<file path="config.mk">
export PLATFORM = sky130hd
export DESIGN_NAME = piecewise_linear_curve_map
export DESIGN_NICKNAME = d
export VERILOG_FILES = /design/src/design/plcm_pkg.sv /design/src/design/plcm_ram.sv /design/src/design/plcm_div.sv /design/src/design/plcm_dpath.sv /design/src/design/plcm_ctrl.sv /design/src/design/piecewise_linear_curve_map.sv
export SDC_FILE = /design/constraint.sdc
export NUM_CORES = 2
export LEC_CHECK = 0
export ABC_AREA = 1
export BUFFER_PORTS_ARGS = -buffer_cell sky130_fd_sc_hd__buf_2
export CORE_MARGIN = 1
export CORE_UTILIZATION = 60
export CTS_CLUSTER_SIZE = 24
export DETAILED_ROUTE_END_ITERATION = 10
export GPL_TIMING_DRIVEN = 0
export PLACE_DENSITY = 0.8
export REMOVE_ABC_BUFFERS = 1
export SYNTH_ARGS = -nofsm -noshare
export SYNTH_HDL_FRONTEND = slang
export SYNTH_SLANG_ARGS = --single-unit
</file>
<file path="constraint.sdc">
create_clock -name clk -period 16.35 [get_ports clk]
set_clock_uncertainty 0.2 [all_clocks]
set_input_delay 3.27 -clock clk [delete_from_list [all_inputs] [get_ports clk]]
set_output_delay 3.27 -clock clk [all_outputs]
set_load 0.05 [all_outputs]
</file>
<file path="src/design/plcm_pkg.sv">
// Shared types and constants for the piecewise linear curve map.
// Holds the controller state type, the command and status words, and field widths.
// No dependencies.
package plcm_pkg;

  // Field and port widths
  localparam int SAMPLE_W    = 32;
  localparam int SEG_W       = 3;
  localparam int COUNT_W     = 3;
  localparam int POINT_W     = 64;
  localparam int CFG_IDX_W   = 3;
  localparam int CFG_DATA_W  = 64;
  localparam int IN_TDATA_W  = 32;
  localparam int OUT_TDATA_W = 40;
  localparam int OUT_PAD_W   = OUT_TDATA_W - SAMPLE_W - SEG_W - 2;

  // Bit positions of the result word
  localparam int OUT_SEG_LSB = SAMPLE_W;
  localparam int OUT_LO_BIT  = SAMPLE_W + SEG_W;
  localparam int OUT_HI_BIT  = SAMPLE_W + SEG_W + 1;

  // Restoring divider: one quotient bit per step
  localparam int DIV_STEPS = 32;

  // Register indexes
  localparam logic [CFG_IDX_W-1:0] REG_POINT_COUNT = 3'd0;
  localparam logic [CFG_IDX_W-1:0] REG_POINT_0     = 3'd1;

  localparam logic [COUNT_W-1:0] POINT_COUNT_RESET = 3'd2;
  localparam logic [COUNT_W-1:0] MIN_POINTS        = 3'd2;

  typedef enum logic [2:0] {
    ST_IDLE,
    ST_READ0,
    ST_FIRST,
    ST_WALK,
    ST_MUL,
    ST_DIV,
    ST_FIN,
    ST_OUT
  } state_t;

  // Controller to datapath
  typedef struct packed {
    logic load;       // take the sample, restart the walk
    logic rd;         // read the next curve point
    logic take_prev;  // current point becomes the previous one
    logic set_low;    // result clamped to the first point
    logic set_end;    // result is the last point
    logic capture;    // register interpolation operands
    logic div_start;  // multiply and start the division
    logic fin;        // add the quotient to y0
    logic out_load;   // move the result to the output register
  } cmd_t;

  // Datapath to controller
  typedef struct packed {
    logic below;     // sample below the point just read
    logic hit;       // sample inside the current segment
    logic last;      // point just read is the last in use
    logic div_done;
    logic out_free;
  } status_t;

endpackage

</file>
<file path="src/design/plcm_ram.sv">
// Generic single-write, single-read RAM with a registered read port.
// Holds the curve points. No dependencies.
module plcm_ram #(
  parameter int WIDTH = 64,
  parameter int DEPTH = 7
) (
  input  logic                                      clk,
  input  logic                                      we,
  input  logic [((DEPTH > 1) ? $clog2(DEPTH) : 1)-1:0] waddr,
  input  logic [WIDTH-1:0]                          wdata,
  input  logic                                      re,
  input  logic [((DEPTH > 1) ? $clog2(DEPTH) : 1)-1:0] raddr,
  output logic [WIDTH-1:0]                          rdata
);

  logic [WIDTH-1:0] mem [DEPTH];

  always_ff @(posedge clk) begin
    if (we) begin
      mem[waddr] <= wdata;
    end
    if (re) begin
      rdata <= mem[raddr];
    end
  end

endmodule

</file>
<file path="src/design/plcm_div.sv">
// Restoring divider, one quotient bit per cycle, 64 / 32 bits.
// The dividend's upper word must be below the divisor, so the quotient fits 32 bits.
// Depends on plcm_pkg.
module plcm_div (
  input  logic        clk,
  input  logic        rst,
  input  logic        start,
  input  logic [63:0] dividend,
  input  logic [31:0] divisor,
  output logic [31:0] quot,
  output logic        done
);

  localparam int DCNT_W = $clog2(plcm_pkg::DIV_STEPS);
  localparam logic [DCNT_W-1:0] LAST_STEP = DCNT_W'(plcm_pkg::DIV_STEPS - 1);

  logic              busy;
  logic [DCNT_W-1:0] cnt;
  logic [31:0]       rem;
  logic [31:0]       q;
  logic [31:0]       dvsr;
  logic [33:0]       diff;
  logic              ge;
  logic [31:0]       rem_next;
  logic [31:0]       q_next;

  // Trial subtract of the shifted remainder
  always_comb begin
    diff     = {1'b0, rem, q[31]} - {2'b00, dvsr};
    ge       = ~diff[33];
    rem_next = ge ? diff[31:0] : {rem[30:0], q[31]};
    q_next   = {q[30:0], ge};
  end

  // Step control
  always_ff @(posedge clk) begin
    if (rst) begin
      busy <= 1'b0;
      cnt  <= '0;
      done <= 1'b0;
    end else begin
      done <= busy && !start && (cnt == LAST_STEP);
      if (start) begin
        busy <= 1'b1;
        cnt  <= '0;
      end else if (busy) begin
        cnt <= cnt + 1'b1;
        if (cnt == LAST_STEP) begin
          busy <= 1'b0;
        end
      end
    end
  end

  // Remainder and quotient shift register
  always_ff @(posedge clk) begin
    if (start) begin
      rem  <= dividend[63:32];
      q    <= dividend[31:0];
      dvsr <= divisor;
    end else if (busy) begin
      rem <= rem_next;
      q   <= q_next;
    end
  end

  assign quot = q;

endmodule

</file>
<file path="src/design/plcm_dpath.sv">
// Datapath: configuration registers, point RAM, segment walk, multiplier,
// divider and output register. Driven by command words from plcm_ctrl.
// Depends on plcm_pkg, plcm_ram, plcm_div.
module plcm_dpath #(
  parameter int MAX_POINTS = 7
) (
  input  logic                                   clk,
  input  logic                                   rst,
  input  logic                                   cfg_we,
  input  logic [plcm_pkg::CFG_IDX_W-1:0]         cfg_index,
  input  logic [plcm_pkg::CFG_DATA_W-1:0]        cfg_data,
  input  logic [plcm_pkg::IN_TDATA_W-1:0]        in_data,
  input  plcm_pkg::cmd_t                         cmd,
  output plcm_pkg::status_t                      status,
  input  logic                                   out_ready,
  output logic                                   out_valid,
  output logic [plcm_pkg::OUT_TDATA_W-1:0]       out_data
);

  localparam int IDX_W = (MAX_POINTS > 1) ? $clog2(MAX_POINTS) : 1;
  localparam int CNT_W = $clog2(MAX_POINTS + 1);
  localparam logic [CNT_W-1:0] N_MAX = CNT_W'(MAX_POINTS);
  localparam logic [CNT_W-1:0] N_MIN = CNT_W'(plcm_pkg::MIN_POINTS);

  // Configuration
  logic [plcm_pkg::COUNT_W-1:0]   point_count;
  logic [MAX_POINTS-1:0]          pt_valid;
  logic [plcm_pkg::CFG_IDX_W-1:0] wr_off;
  logic                           pt_we;
  logic [IDX_W-1:0]               pt_waddr;

  // Walk
  logic signed [31:0]             sample;
  logic [CNT_W-1:0]               n_eff;
  logic [CNT_W-1:0]               n_clamped;
  logic [CNT_W-1:0]               k;
  logic [plcm_pkg::POINT_W-1:0]   ram_q;
  logic                           rd_valid;
  logic [plcm_pkg::POINT_W-1:0]   cur;
  logic [plcm_pkg::POINT_W-1:0]   prev;
  logic signed [31:0]             cur_x;
  logic signed [31:0]             cur_y;
  logic signed [31:0]             prev_x;
  logic signed [31:0]             prev_y;

  // Interpolation operands
  logic [32:0]                    dxs_full;
  logic [32:0]                    dx_full;
  logic [32:0]                    dy_full;
  logic [32:0]                    mag_full;
  logic [31:0]                    op_dxs;
  logic [31:0]                    op_dx;
  logic [31:0]                    op_mag;
  logic                           op_neg;
  logic signed [31:0]             op_y0;
  logic [63:0]                    product;
  logic [31:0]                    quot;
  logic                           div_done;
  logic [32:0]                    y_sum;

  // Result
  logic [31:0]                    res_y;
  logic [plcm_pkg::SEG_W-1:0]     res_seg;
  logic                           res_lo;
  logic                           res_hi;

  // Point write decode; indexes past the stored points are dropped
  always_comb begin
    wr_off   = cfg_index - plcm_pkg::REG_POINT_0;
    pt_we    = cfg_we && (cfg_index != plcm_pkg::REG_POINT_COUNT)
               && (32'(wr_off) < MAX_POINTS);
    pt_waddr = IDX_W'(wr_off);
  end

  always_ff @(posedge clk) begin
    if (rst) begin
      point_count <= plcm_pkg::POINT_COUNT_RESET;
      pt_valid    <= '0;
    end else begin
      if (cfg_we && (cfg_index == plcm_pkg::REG_POINT_COUNT)) begin
        point_count <= cfg_data[plcm_pkg::COUNT_W-1:0];
      end
      if (pt_we) begin
        pt_valid[pt_waddr] <= 1'b1;
      end
    end
  end

  plcm_ram #(
    .WIDTH (plcm_pkg::POINT_W),
    .DEPTH (MAX_POINTS)
  ) u_ram (
    .clk   (clk),
    .we    (pt_we),
    .waddr (pt_waddr),
    .wdata (cfg_data),
    .re    (cmd.rd),
    .raddr (k[IDX_W-1:0]),
    .rdata (ram_q)
  );

  // Point never written reads as zero
  always_ff @(posedge clk) begin
    if (cmd.rd) begin
      rd_valid <= pt_valid[k[IDX_W-1:0]];
    end
  end

  always_comb begin
    cur    = rd_valid ? ram_q : '0;
    cur_x  = cur[63:32];
    cur_y  = cur[31:0];
    prev_x = prev[63:32];
    prev_y = prev[31:0];
  end

  // Point count limited to 2..MAX_POINTS
  always_comb begin
    if (point_count < plcm_pkg::MIN_POINTS) begin
      n_clamped = N_MIN;
    end else if (32'(point_count) > MAX_POINTS) begin
      n_clamped = N_MAX;
    end else begin
      n_clamped = CNT_W'(point_count);
    end
  end

  // Sample, walk counter and previous point
  always_ff @(posedge clk) begin
    if (cmd.load) begin
      sample <= in_data;
      n_eff  <= n_clamped;
      k      <= '0;
    end else if (cmd.rd) begin
      k <= k + 1'b1;
    end
    if (cmd.take_prev) begin
      prev <= cur;
    end
  end

  // Segment differences; on a hit dxs is non-negative and dx positive, |dy| < 2^32
  always_comb begin
    dxs_full = {sample[31], sample} - {prev_x[31], prev_x};
    dx_full  = {cur_x[31], cur_x} - {prev_x[31], prev_x};
    dy_full  = {cur_y[31], cur_y} - {prev_y[31], prev_y};
    mag_full = dy_full[32] ? (33'd0 - dy_full) : dy_full;
  end

  always_ff @(posedge clk) begin
    if (cmd.capture) begin
      op_dxs <= dxs_full[31:0];
      op_dx  <= dx_full[31:0];
      op_mag <= mag_full[31:0];
      op_neg <= dy_full[32];
      op_y0  <= prev_y;
    end
  end

  // Product goes straight into the divider's registers
  assign product = op_dxs * op_mag;

  plcm_div u_div (
    .clk      (clk),
    .rst      (rst),
    .start    (cmd.div_start),
    .dividend (product),
    .divisor  (op_dx),
    .quot     (quot),
    .done     (div_done)
  );

  assign y_sum = op_neg ? ({op_y0[31], op_y0} - {1'b0, quot})
                        : ({op_y0[31], op_y0} + {1'b0, quot});

  // Result staging
  always_ff @(posedge clk) begin
    if (cmd.set_low) begin
      res_y   <= cur_y;
      res_seg <= '0;
      res_lo  <= 1'b1;
      res_hi  <= 1'b0;
    end else if (cmd.set_end) begin
      res_y   <= cur_y;
      res_seg <= plcm_pkg::SEG_W'(n_eff - 1'b1);
      res_lo  <= 1'b0;
      res_hi  <= (sample >= cur_x);
    end else if (cmd.capture) begin
      res_seg <= plcm_pkg::SEG_W'(k - N_MIN);
      res_lo  <= 1'b0;
      res_hi  <= 1'b0;
    end else if (cmd.fin) begin
      res_y <= y_sum[31:0];
    end
  end

  // Output register
  always_ff @(posedge clk) begin
    if (rst) begin
      out_valid <= 1'b0;
    end else if (cmd.out_load) begin
      out_valid <= 1'b1;
    end else if (out_ready) begin
      out_valid <= 1'b0;
    end
  end

  always_ff @(posedge clk) begin
    if (cmd.out_load) begin
      out_data <= {{plcm_pkg::OUT_PAD_W{1'b0}}, res_hi, res_lo, res_seg, res_y};
    end
  end

  // Status back to the controller
  always_comb begin
    status.below    = (sample < cur_x);
    status.hit      = (sample >= prev_x) && (sample < cur_x);
    status.last     = (k == n_eff);
    status.div_done = div_done;
    status.out_free = !out_valid || out_ready;
  end

endmodule

</file>
<file path="src/design/plcm_ctrl.sv">
// Controller state machine: sequences the point walk, the multiply and
// divide, and the hand-over to the output register. Depends on plcm_pkg.
module plcm_ctrl (
  input  logic                clk,
  input  logic                rst,
  input  logic                in_valid,
  output logic                in_ready,
  input  plcm_pkg::status_t   status,
  output plcm_pkg::cmd_t      cmd,
  output plcm_pkg::state_t    state
);

  plcm_pkg::state_t state_next;

  always_ff @(posedge clk) begin
    if (rst) begin
      state <= plcm_pkg::ST_IDLE;
    end else begin
      state <= state_next;
    end
  end

  // Next state
  always_comb begin
    state_next = state;
    unique case (state)
      plcm_pkg::ST_IDLE: begin
        if (in_valid) state_next = plcm_pkg::ST_READ0;
      end
      plcm_pkg::ST_READ0: begin
        state_next = plcm_pkg::ST_FIRST;
      end
      plcm_pkg::ST_FIRST: begin
        state_next = status.below ? plcm_pkg::ST_OUT : plcm_pkg::ST_WALK;
      end
      plcm_pkg::ST_WALK: begin
        priority if (status.hit) state_next = plcm_pkg::ST_MUL;
        else if (status.last)    state_next = plcm_pkg::ST_OUT;
        else                     state_next = plcm_pkg::ST_WALK;
      end
      plcm_pkg::ST_MUL: begin
        state_next = plcm_pkg::ST_DIV;
      end
      plcm_pkg::ST_DIV: begin
        if (status.div_done) state_next = plcm_pkg::ST_FIN;
      end
      plcm_pkg::ST_FIN: begin
        state_next = plcm_pkg::ST_OUT;
      end
      plcm_pkg::ST_OUT: begin
        if (status.out_free) state_next = plcm_pkg::ST_IDLE;
      end
      default: state_next = plcm_pkg::ST_IDLE;
    endcase
  end

  // Commands
  always_comb begin
    cmd      = '0;
    in_ready = 1'b0;
    unique case (state)
      plcm_pkg::ST_IDLE: begin
        in_ready = 1'b1;
        cmd.load = in_valid;
      end
      plcm_pkg::ST_READ0: begin
        cmd.rd = 1'b1;
      end
      plcm_pkg::ST_FIRST: begin
        if (status.below) begin
          cmd.set_low = 1'b1;
        end else begin
          cmd.rd        = 1'b1;
          cmd.take_prev = 1'b1;
        end
      end
      plcm_pkg::ST_WALK: begin
        priority if (status.hit) begin
          cmd.capture = 1'b1;
        end else if (status.last) begin
          cmd.set_end = 1'b1;
        end else begin
          cmd.rd        = 1'b1;
          cmd.take_prev = 1'b1;
        end
      end
      plcm_pkg::ST_MUL: begin
        cmd.div_start = 1'b1;
      end
      plcm_pkg::ST_DIV: begin
      end
      plcm_pkg::ST_FIN: begin
        cmd.fin = 1'b1;
      end
      plcm_pkg::ST_OUT: begin
        cmd.out_load = status.out_free;
      end
      default: begin
      end
    endcase
  end

endmodule

</file>
<file path="src/design/piecewise_linear_curve_map.sv">
// Piecewise linear curve map: one word in, one word out, one word at a time.
// A result is clamped low at the first point, ends the walk at the last point, or is
// interpolated inside its segment. The walk reads one point a cycle from the point RAM;
// an interpolated result then waits for the 32-step divider.
// The input is ready again in the cycle after the previous result enters the output register.
// Synchronous reset: point count 2, all points zero, pipeline empty.
module piecewise_linear_curve_map #(
  parameter int MAX_POINTS = 7
) (
  input  logic                                clk,
  input  logic                                rst,
  // Configuration
  input  logic                                cfg_we,
  input  logic [plcm_pkg::CFG_IDX_W-1:0]      cfg_index,
  input  logic [plcm_pkg::CFG_DATA_W-1:0]     cfg_data,
  // Sample stream
  input  logic                                s_tvalid,
  output logic                                s_tready,
  input  logic [plcm_pkg::IN_TDATA_W-1:0]     s_tdata,   // [31:0] sample_x
  // Result stream
  output logic                                m_tvalid,
  input  logic                                m_tready,
  output logic [plcm_pkg::OUT_TDATA_W-1:0]    m_tdata    // [31:0] mapped_y, [34:32] segment_used,
                                                         // [35] clamped_low, [36] clamped_high
);

  plcm_pkg::cmd_t    cmd;
  plcm_pkg::status_t status;
  plcm_pkg::state_t  state;

  plcm_ctrl u_ctrl (
    .clk      (clk),
    .rst      (rst),
    .in_valid (s_tvalid),
    .in_ready (s_tready),
    .status   (status),
    .cmd      (cmd),
    .state    (state)
  );

  plcm_dpath #(
    .MAX_POINTS (MAX_POINTS)
  ) u_dpath (
    .clk       (clk),
    .rst       (rst),
    .cfg_we    (cfg_we),
    .cfg_index (cfg_index),
    .cfg_data  (cfg_data),
    .in_data   (s_tdata),
    .cmd       (cmd),
    .status    (status),
    .out_ready (m_tready),
    .out_valid (m_tvalid),
    .out_data  (m_tdata)
  );

`ifndef SYNTH
  // Never both clamp flags in one result
  a_one_clamp: assert property (@(posedge clk) disable iff (rst)
    m_tvalid |-> !(m_tdata[plcm_pkg::OUT_LO_BIT] && m_tdata[plcm_pkg::OUT_HI_BIT]))
    else $error("both clamp flags set");

  // Low clamp always reports point 0
  a_low_seg: assert property (@(posedge clk) disable iff (rst)
    (m_tvalid && m_tdata[plcm_pkg::OUT_LO_BIT])
    |-> (m_tdata[plcm_pkg::OUT_HI_BIT-2:plcm_pkg::OUT_SEG_LSB] == '0))
    else $error("low clamp with nonzero segment");

  // A taken word closes the input until its result enters the output register
  a_busy_after_accept: assert property (@(posedge clk) disable iff (rst)
    (s_tvalid && s_tready) |=> !s_tready)
    else $error("input open while a word is in work");

  // Divider completes only while the controller waits for it
  a_div_state: assert property (@(posedge clk) disable iff (rst)
    status.div_done |-> (state == plcm_pkg::ST_DIV))
    else $error("divider done outside divide state");
`endif

endmodule
</file>
==> metrics.csv <==
stage;metric;value;unit
run_status;status;finished, violations left;
run_status;failed_checks;max-capacitance violations, max-slew violations;
route;totalWireLength;208000;µm
worst_setup_path;worstSetupPathType;reg2reg;
logic_synthesis;netlist_instances;8982;
route;drtPass1Iterations;6;
logic_synthesis;yosys-top-cells-count;nand2_1 (2171), inv_1 (2054), edfxtp_1 (906);
hold_path;hold_end;u_dpath.out_data[15];
sta;fin_crit;8.68;ns
worst_setup_path;reg2reg_from;u_dpath.op_mag[9];
logic_synthesis;synth_cell_types;59;
run;maxCapViolations;4;
worst_setup_path;max_stage_delay;1.37;ns
sta;hold_ws;0.216;ns
logic_synthesis;synth_xor_area_share;2.46;%
global_route;grt_pass1_vias;63454;
logic_synthesis;synth_simple_gate_area_share;14.8;%
clocking;cts_sinks;935;
clocking;cts_buffers;85;
worst_setup_path;critPathLaunchType;flop;
route;drc;0;
logic_synthesis;synthAdderAreaFrac;29.6;%
floorplanning;initial_utilization;60.4;%
route;routedWlPerCell;19.2;µm
placement;dp_hpwl;161000;µm
floorplanning;fp.dieArea;136000;µm²
hold_path;hold_depth;0;
logic_synthesis;synth_top_area_share;33.8;%
clocking;cts_resized;0;
worst_setup_path;rrSetupSlack;7.67;ns
placement;gp_congestion;0.962;
logic_synthesis;avgSynthCellArea;8.96;µm²
route;detail_route.iter0.violations;5686;
worst_setup_path;cpMaxStageDelayCell;edfxtp_1;
logic_synthesis;async_flop_share;0;%
logic_synthesis;netlist_area;80500;µm²
clocking;post_cts_buffers;0;
hold_path;hold_path_class;reg2reg;
placement;port_buffers;142;
logic_synthesis;synth_area_leaders;edfxtp_1 (34%), fa_1 (22%), nand2_1 (10%);
sta;relSlewSlack;-2.41;%
sta;worst_pin_slew;1.54;ns
logic_synthesis;ys_ff_latch;935;
cells_and_area;area_delta_synth_final;8.46;%
global_route;grt_pass1_wl;333000;µm
floorplanning;row_count;134;
logic_synthesis;synthFlopType;edfxtp_1;
sta;drv_slew;132;
route;drtAntennaViolNets;0;
sta;rsz0062_at_grt;no;
sta;fmax;115;MHz
worst_setup_path;crit_required;16.56;ns
worst_setup_path;path_common_cell;fa_1;
logic_synthesis;synth_top_cell_by_area;edfxtp_1;
clocking;postCtsHoldBufs;0;
cells_and_area;fin_util;65.5;%
route;via_per_inst;5.59;
logic_synthesis;synth_top_family_by_area;adder cells;
sta;tns;0;ns
logic_synthesis;synth_compound_gate_area_share;7.40;%
logic_synthesis;synth-edff-count;906;
clocking;htree_levels;3;
placement;dpl_cell_area;83800;µm²
global_route;antenna_found_initial;8;
logic_synthesis;yosys-mux-area-fraction;0;%
clocking;clock-root-buffer;clkbuf_16;
clocking;clk_pin_slew;0.07;ns
cells_and_area;drive_gt1_share;5.12;%
sta;finalSetupViolations;0;
floorplanning;die_height;368;µm
global_route;grt_max_degree;101;
sta;period_share;53.1;%
floorplanning;io_pins;146;
logic_synthesis;synth_warnings;0;
worst_setup_path;critPathMaxFanout;32;
route;route.vias.total;60639;
clocking;cts_tree;built;
logic_synthesis;synth.most_common_cell;nand2_1;
hold_path;hp-start;u_dpath.res_y[15];
worst_setup_path;reg2reg_to;u_dpath.u_div.rem[30];
logic_synthesis;ys_seq_area_share;34.5;%
worst_setup_path;reg2reg_depth;25;
worst_setup_path;cp_data_arrival_time;8.89;ns
global_route;grt.overflow.total;0;
cells_and_area;final_nets;10462;
global_route;grt_usage;31.1;%
floorplanning;core_area;133000;µm²
worst_setup_path;critPathCaptureType;flop;
sta;hold_viol;0;
floorplanning;die_w;368;µm
clocking;worst_skew_pair.late_latency;0.71;ns
cells_and_area;postLayoutCellArea;87300;µm²
clocking;cts_buffer_depth;3;
==> critical path, delay by kind of cell (launching register included) <==
family	cells	cell delay, ns
adder cells (fa/ha/maj)	9	4.51
AND/OR/NAND/NOR	8	1.53
flip-flops	1	1.37
buffers and inverters	5	0.36
AO/OA/AOI/OAI	2	0.21
XOR/XNOR	1	0.16
==> registers in the layout, summed over array words and instances (netlist names), 3 cells and up <==
name,count
u_ctrl.state,3
u_dpath.k,3
u_dpath.n_eff,3
u_dpath.op_dx,32
u_dpath.op_dxs,32
u_dpath.op_mag,32
u_dpath.op_y0,32
u_dpath.out_data,37
u_dpath.point_count,3
u_dpath.prev,64
u_dpath.pt_valid,7
u_dpath.res_seg,3
u_dpath.res_y,32
u_dpath.sample,32
u_dpath.u_div.cnt,5
u_dpath.u_div.dvsr,32
u_dpath.u_div.quot,32
u_dpath.u_div.rem,32
u_dpath.u_ram.mem,448
u_dpath.u_ram.rdata,64
==> routing by layer <==
layer  up-vias  routed length, µm  GRT usage, %
li1      27789                  -             -
met1     29671              80900          40.2
met2      2711             104000          54.1
met3       456              16700          3.91
met4        12               6540          10.8
met5         -                 71             0
==> cell type report <==
type / count / area, µm²
antenna: 3 / 7.51
clock buffer: 106 / 2230
clock inverter: 53 / 604
fill: 10264 / 46000
inverter: 2066 / 7770
multi-input combinational: 5662 / 43800
sequential: 935 / 27800
tap: 1768 / 2210
timing repair buffer: 246 / 2880
==> through the flow <==
| stage | setup WS (ns) | cells |
|---|---|---|
| after global placement | -2.63 | 10573 |
| after detailed placement | 7.72 | 10655 |
| final | 7.67 | 10839 |
| after global routing | 7.36 | 10836 |
| after floorplan | 3.90 | 8663 |
| after CTS | 7.65 | 10814 |
==> cells by family after synthesis <==
family                     count (synthesis)
xor gates and xnor gates                 224
other                                      1
buffers and inverters                   2387
and+or+nand+nor                         2981
adders and majority gates               1362
AOI/OAI and AO/OA                       1092
DFF                                      935
==> cell usage in the layout, fill, tap and decap left out, types with 32 or more instances in the layout <==
cell	count
nand4_1	38
nor3_1	37
clkbuf_16	85
a31oi_1	37
buf_16	56
xor2_1	134
fa_1	901
nor2_1	475
o22ai_1	64
o21ai_1	32
buf_2	142
nand2_1	2169
a21oi_1	417
xnor2_1	88
inv_1	2051
nand3_1	150
edfxtp_1	906
a21o_1	32
ha_1	461
o21ai_0	412
==> worst max-delay path by stage <==
stage	start	to	slack (ns)	depth (start not counted)
final	u_dpath.op_mag[9]	u_dpath.u_div.rem[30]	7.67	25
after global routing	u_dpath.op_mag[9]	u_dpath.u_div.rem[30]	7.36	25
after CTS	u_dpath.op_mag[8]	u_dpath.u_div.rem[30]	7.65	23
after detailed placement	u_dpath.op_dxs[19]	u_dpath.u_div.rem[30]	7.72	25
after global placement	u_dpath.rd_valid	u_dpath.op_y0[0]	-2.63	11
after floorplan	u_dpath.rd_valid	u_dpath.op_dx[0]	3.90	11
Power is not shown: default switching activity piles up to over one toggle a cycle in this logic, so the estimate is an artifact.
